File: src/rtl/spv_pkg.sv
package spv_pkg;

  localparam int FRAME_W   = 17;            // frame numbers and counts
  localparam int WHOLE_W   = 18;            // whole part of the read position
  localparam int SMP_W     = 16;
  localparam int GAIN_W    = 16;
  localparam int CFG_IDX_W = 3;
  localparam int CFG_W     = 24;

  localparam logic [2:0] CMD_LOAD   = 3'd0;
  localparam logic [2:0] CMD_PLAY   = 3'd1;
  localparam logic [2:0] CMD_STOP   = 3'd2;
  localparam logic [2:0] CMD_PAUSE  = 3'd3;
  localparam logic [2:0] CMD_SEEK   = 3'd4;
  localparam logic [2:0] CMD_TICK   = 3'd5;
  localparam logic [2:0] CMD_METERS = 3'd6;

  localparam logic [CFG_IDX_W-1:0] REG_FRAME_COUNT  = 3'd0;
  localparam logic [CFG_IDX_W-1:0] REG_REGION_START = 3'd1;
  localparam logic [CFG_IDX_W-1:0] REG_REGION_END   = 3'd2;
  localparam logic [CFG_IDX_W-1:0] REG_STEP_RATIO   = 3'd3;
  localparam logic [CFG_IDX_W-1:0] REG_LOOPING      = 3'd4;
  localparam logic [CFG_IDX_W-1:0] REG_VOLUME       = 3'd5;
  localparam logic [CFG_IDX_W-1:0] REG_PAN          = 3'd6;
  localparam logic [CFG_IDX_W-1:0] REG_MASTER       = 3'd7;

  // Unity gain in 2.14 and the pan clamp bounds in 1.14
  localparam logic [GAIN_W-1:0]       GAIN_ONE = 16'd16384;
  localparam logic signed [GAIN_W-1:0] PAN_MAX = 16'sd16384;
  localparam logic signed [GAIN_W-1:0] PAN_MIN = -16'sd16384;

  localparam logic signed [SMP_W-1:0] SMP_MAX  = 16'sh7FFF;
  localparam logic signed [SMP_W-1:0] SMP_MIN  = 16'sh8000;
  localparam logic [SMP_W-1:0]        PEAK_MAX = 16'hFFFF;

  typedef struct packed {
    logic [2:0]               command;
    logic                     restart;
    logic [15:0]              address;
    logic signed [SMP_W-1:0]  sample_left;
    logic signed [SMP_W-1:0]  sample_right;
    logic [FRAME_W-1:0]       seek_frame;
  } spv_cmd_t;

  typedef struct packed {
    logic signed [SMP_W-1:0]  out_left;
    logic signed [SMP_W-1:0]  out_right;
    logic                     is_playing;
    logic                     has_finished;
    logic [SMP_W-1:0]         peak_left;
    logic [SMP_W-1:0]         peak_right;
    logic [FRAME_W-1:0]       position;
  } spv_res_t;

  typedef struct packed {
    logic                     valid;
    logic signed [SMP_W-1:0]  out_l;
    logic signed [SMP_W-1:0]  out_r;
    logic [SMP_W-1:0]         mag_l;
    logic [SMP_W-1:0]         mag_r;
  } spv_mix_t;

  typedef struct packed {
    logic                     done;
    logic [FRAME_W-1:0]       rem;
  } spv_div_t;

endpackage

File: src/rtl/spv_wrap_div.sv
module spv_wrap_div import spv_pkg::*; (
  input  logic               clk,
  input  logic               rst,
  input  logic               start,
  input  logic [WHOLE_W-1:0] num,
  input  logic [FRAME_W-1:0] den,
  output spv_div_t           stat
);

  localparam int CNT_W = $clog2(WHOLE_W);

  logic               busy;
  logic [CNT_W-1:0]   cnt;
  logic [WHOLE_W-1:0] nsh;
  logic [WHOLE_W-1:0] rem;
  logic [FRAME_W-1:0] dq;
  logic               done;
  logic [WHOLE_W-1:0] trial;

  // Restoring remainder, one numerator bit a cycle
  assign trial = {rem[WHOLE_W-2:0], nsh[WHOLE_W-1]};

  always_ff @(posedge clk) begin
    if (rst) begin
      busy <= 1'b0;
      done <= 1'b0;
      cnt  <= '0;
    end else begin
      done <= 1'b0;
      if (start) begin
        busy <= 1'b1;
        cnt  <= CNT_W'(WHOLE_W - 1);
        nsh  <= num;
        rem  <= '0;
        dq   <= den;
      end else if (busy) begin
        nsh <= nsh << 1;
        if (trial >= {1'b0, dq}) begin
          rem <= trial - {1'b0, dq};
        end else begin
          rem <= trial;
        end
        if (cnt == '0) begin
          busy <= 1'b0;
          done <= 1'b1;
        end else begin
          cnt <= cnt - 1'b1;
        end
      end
    end
  end

  assign stat.done = done;
  assign stat.rem  = rem[FRAME_W-1:0];

endmodule

File: config.mk
export PLATFORM = sky130hd
export DESIGN_NAME = spv_wrap_div
export DESIGN_NICKNAME = d
export VERILOG_FILES = /design/src/rtl/spv_pkg.sv /design/src/rtl/spv_wrap_div.sv
export SDC_FILE = /design/constraint.sdc
export NUM_CORES = 1
export LEC_CHECK = 0
export ABC_AREA = 0
export ABC_CLOCK_PERIOD_IN_PS = 3420
export BUFFER_PORTS_ARGS = -buffer_cell sky130_fd_sc_hd__buf_2
export CAP_MARGIN = 5
export CORE_UTILIZATION = 53
export CTS_BUF_LIST = sky130_fd_sc_hd__clkbuf_8
export CTS_CLUSTER_SIZE = 30
export DETAILED_ROUTE_END_ITERATION = 7
export GPL_TIMING_DRIVEN = 0
export PLACE_DENSITY = 0.79
export SETUP_SLACK_MARGIN = 0.02
export SYNTH_ARGS = -nofsm -noshare
export SYNTH_HDL_FRONTEND = slang
export SYNTH_SLANG_ARGS = --single-unit
File: constraint.sdc
create_clock -name clk -period 3.42 [get_ports clk]
set_clock_uncertainty 0.2 [all_clocks]
set_input_delay 0.855 -clock clk [delete_from_list [all_inputs] [get_ports clk]]
set_output_delay 0.855 -clock clk [all_outputs]
set_load 0.05 [all_outputs]
==> reports/qor.csv <==
stage,metric,value,unit
logic_synthesis,synthFlopType,edfxtp_1,
logic_synthesis,synth_nets,348,
timing,period_minus_slack,3010,ps
floorplan,initial_core_util,55.2,%
global_routing,use_met2,36.3,%
pwr,peakVddDrop,0.341,mV
global_routing,use_met1,25.6,%
floorplan,die_w,80.5,µm
outcome,outcome,"finished, final reports clean",
pwr,power_density,543,nW/µm²
timing,fin_tns_setup,0,ps
clocking,htree_levels,3,
clocking,clk_latency,340,ps
layout,post-route-util,65.2,%
detailed_routing,drt.antenna.violating_nets,0,
placement,place.gp.congestion,0.874,
logic_synthesis,synth_largest_area_cell,edfxtp_1,
global_routing,grt_pass1_wl,10400,µm
timing,slew-limit-headroom,35.8,%
floorplan,fp.coreArea,5920,µm²
worst_setup_path,critical_path_arrival,2880,ps
floorplan,design.die.area,6480,µm²
worst_setup_path,worstPathRequired,3290,ps
global_routing,antenna_found_initial,0,
timing,holdWs,299,ps
timing,period_share,88.1,%
layout,drive_gt1_share,28.1,%
logic_synthesis,syn_inst,290,
logic_synthesis,synth_top_area_share,47.8,%
detailed_routing,first_pass_iters,4,
worst_setup_path,worst_setup_path_start_kind,flop,
global_routing,track_usage,21.9,%
timing,drv_slew,0,
logic_synthesis,synth_seq_area_share,52.1,%
timing,clock.fmax,332,MHz
timing,finalHoldViolations,0,
clocking,cts.repair.resized,0,
detailed_routing,drc,0,
logic_synthesis,synth_edf_count,52,
worst_setup_path,crit_fanout,5,
detailed_routing,drt-total-wl,6660,µm
worst_setup_path,critical_path_class,flop to flop,
timing,finalSetupViolCount,0,
timing,setup_slack,406,ps
job,drv_cap,0,
logic_synthesis,avgSynthCellArea,11.3,µm²
logic_synthesis,synth_seq_cells,59,
global_routing,first_global_vias,2288,
global_routing,grt-busiest-layer,met2,
floorplan,ioPinCount,56,
logic_synthesis,synth_area,3270,µm²
layout,fillers,452,
floorplan,die_h,80.5,µm
timing,worstMarginPinSlew,958,ps
clocking,cts.sinks,59,
global_routing,grt.overflow.total,0,
layout,fin_area,3860,µm²
detailed_routing,vias,2398,
layout,n_antenna_cell,0,
clocking,numCtsBuffers,9,
clocking,cts_tree,yes,
logic_synthesis,ys_top_cells_by_area,"edfxtp_1, ha_1, mux2_2, dfxtp_1, a21oi_1",
clocking,clk_path_buf_depth,2,
worst_setup_path,endpoint_kind,flop,
detailed_routing,via_per_inst,5.51,
clocking,cts_hold_buf,0,
clocking,cts.clk_slew.worst_paths,70,ps
min_path,min_path_type,flop to flop,
logic_synthesis,async_flop_share,0,%
floorplan,rows,28,
pwr,p_leak,0.00163,µW
placement,placed_area,3650,µm²
detailed_routing,wl_per_cell,15.3,µm
clocking,cts_setup_buffers,0,
placement,portBuffers,53,
clocking,clk_root_buffer_cell,clkbuf_8,
global_routing,gr-usage-met3,5.23,%
logic_synthesis,yosysWarnings,0,
placement,hpwl,4570,µm
layout,nets,413,
timing,rsz0062_at_grt,false,
placement,dpl_worst_slack,356,ps
detailed_routing,drt_iter0_drc,126,
layout,area_delta_synth_final,18.3,%
logic_synthesis,synth_cell_types,44,
global_routing,grt_start_max_net_pins,26,
path summary, 6_finish.rpt:
check                           startpoint  endpoint  slack (ps)  cells after the start
worst max-delay path               nsh[17]   rem[14]         410                     10
worst min-delay path                  busy      done         300                      1
worst max register to register     nsh[17]   rem[14]         410                     10
worst min register to register        busy      done         300                      1
cells in the mapped netlist (2+ instances only):
cell type   n
edfxtp_1   52
nand2_1    29
a21oi_1    27
nor2_1     23
inv_1      21
ha_1       19
mux2_2     17
a21o_1     10
o21ai_0     9
xnor2_1     8
dfxtp_1     7
clkbuf_1    6
o21a_1      6
xor2_1      6
a211oi_2    5
nor3_1      5
nand3_1     4
and3_1      3
nor2b_1     3
a21boi_0    2
buf_4       2
buf_6       2
nand4_1     2
o211ai_1    2
area by class of cell:
| class | count | area, µm² | area share [%] |
|---|---|---|---|
| plain buffers | 11 | 63.8 | 1.65 |
| clock buffers | 12 | 165 | 4.28 |
| clock inverters | 4 | 42.5 | 1.10 |
| inverters | 21 | 78.8 | 2.04 |
| multi-input cells | 199 | 1430 | 37.1 |
| flip-flops and latches | 59 | 1700 | 44.1 |
| well taps | 75 | 93.8 | 2.43 |
| repair buffers | 54 | 285 | 7.39 |
report_power, final:
part | switching, µW | total [µW] | internal (µW) | leakage, µW
clock network | 277 | 667 | 390 | 0.000115
logic | 334 | 547 | 213 | 0.000959
registers | 28.7 | 885 | 856 | 0.000555
routing by layer:
layer,wire length [µm],vias to the layer above
li1,-,1177
met4,107,0
met2,3200,80
met1,2940,1128
met3,409,13
met5,0,-
registers in the layout, indices dropped and copies added (netlist names):
name and flops:
done 1, dq 17, nsh 18, busy 1, rem 17, cnt 5
per-stage QoR:
stage | instances | power (µW)
after CTS | 435 | 2100
after detailed placement | 419 | 1440
after floorplan | 290 | 1310
final | 435 | 2100
after global routing | 435 | 2180
after global placement | 418 | 1420
placed cells by master, fill, tap and decap left out, types with 7 or more instances in the layout:
cell type / n
o21ai_0: 9
inv_1: 23
nor2_1: 22
xnor2_1: 8
buf_2: 53
a21oi_1: 27
nand2_1: 29
clkbuf_8: 12
ha_1: 19
mux2_2: 17
edfxtp_1: 52
a21o_1: 10
dfxtp_1: 7
worst max-delay path, cell delays in order, from the launching register on:
cell and delay, ps:
edfxtp_1 390, inv_1 70, ha_1 160, inv_1 60, fa_1 400, a21o_1 240
a221oi_4 400, o21ai_0 200, a21boi_0 310, xor2_1 220, a211oi_2 90
kinds of logic after synthesis:
kind of cell | after synthesis | share of synthesized area (%)
and+or+nand+nor | 78 | 11.0
AOI/OAI and AO/OA | 70 | 15.0
DFF | 59 | 52.1
buffers and inverters | 32 | 4.37
adders and majority gates | 20 | 7.89
muxes | 17 | 5.86
xor gates and xnor gates | 14 | 3.75
(Power assumes the default switching activity.)
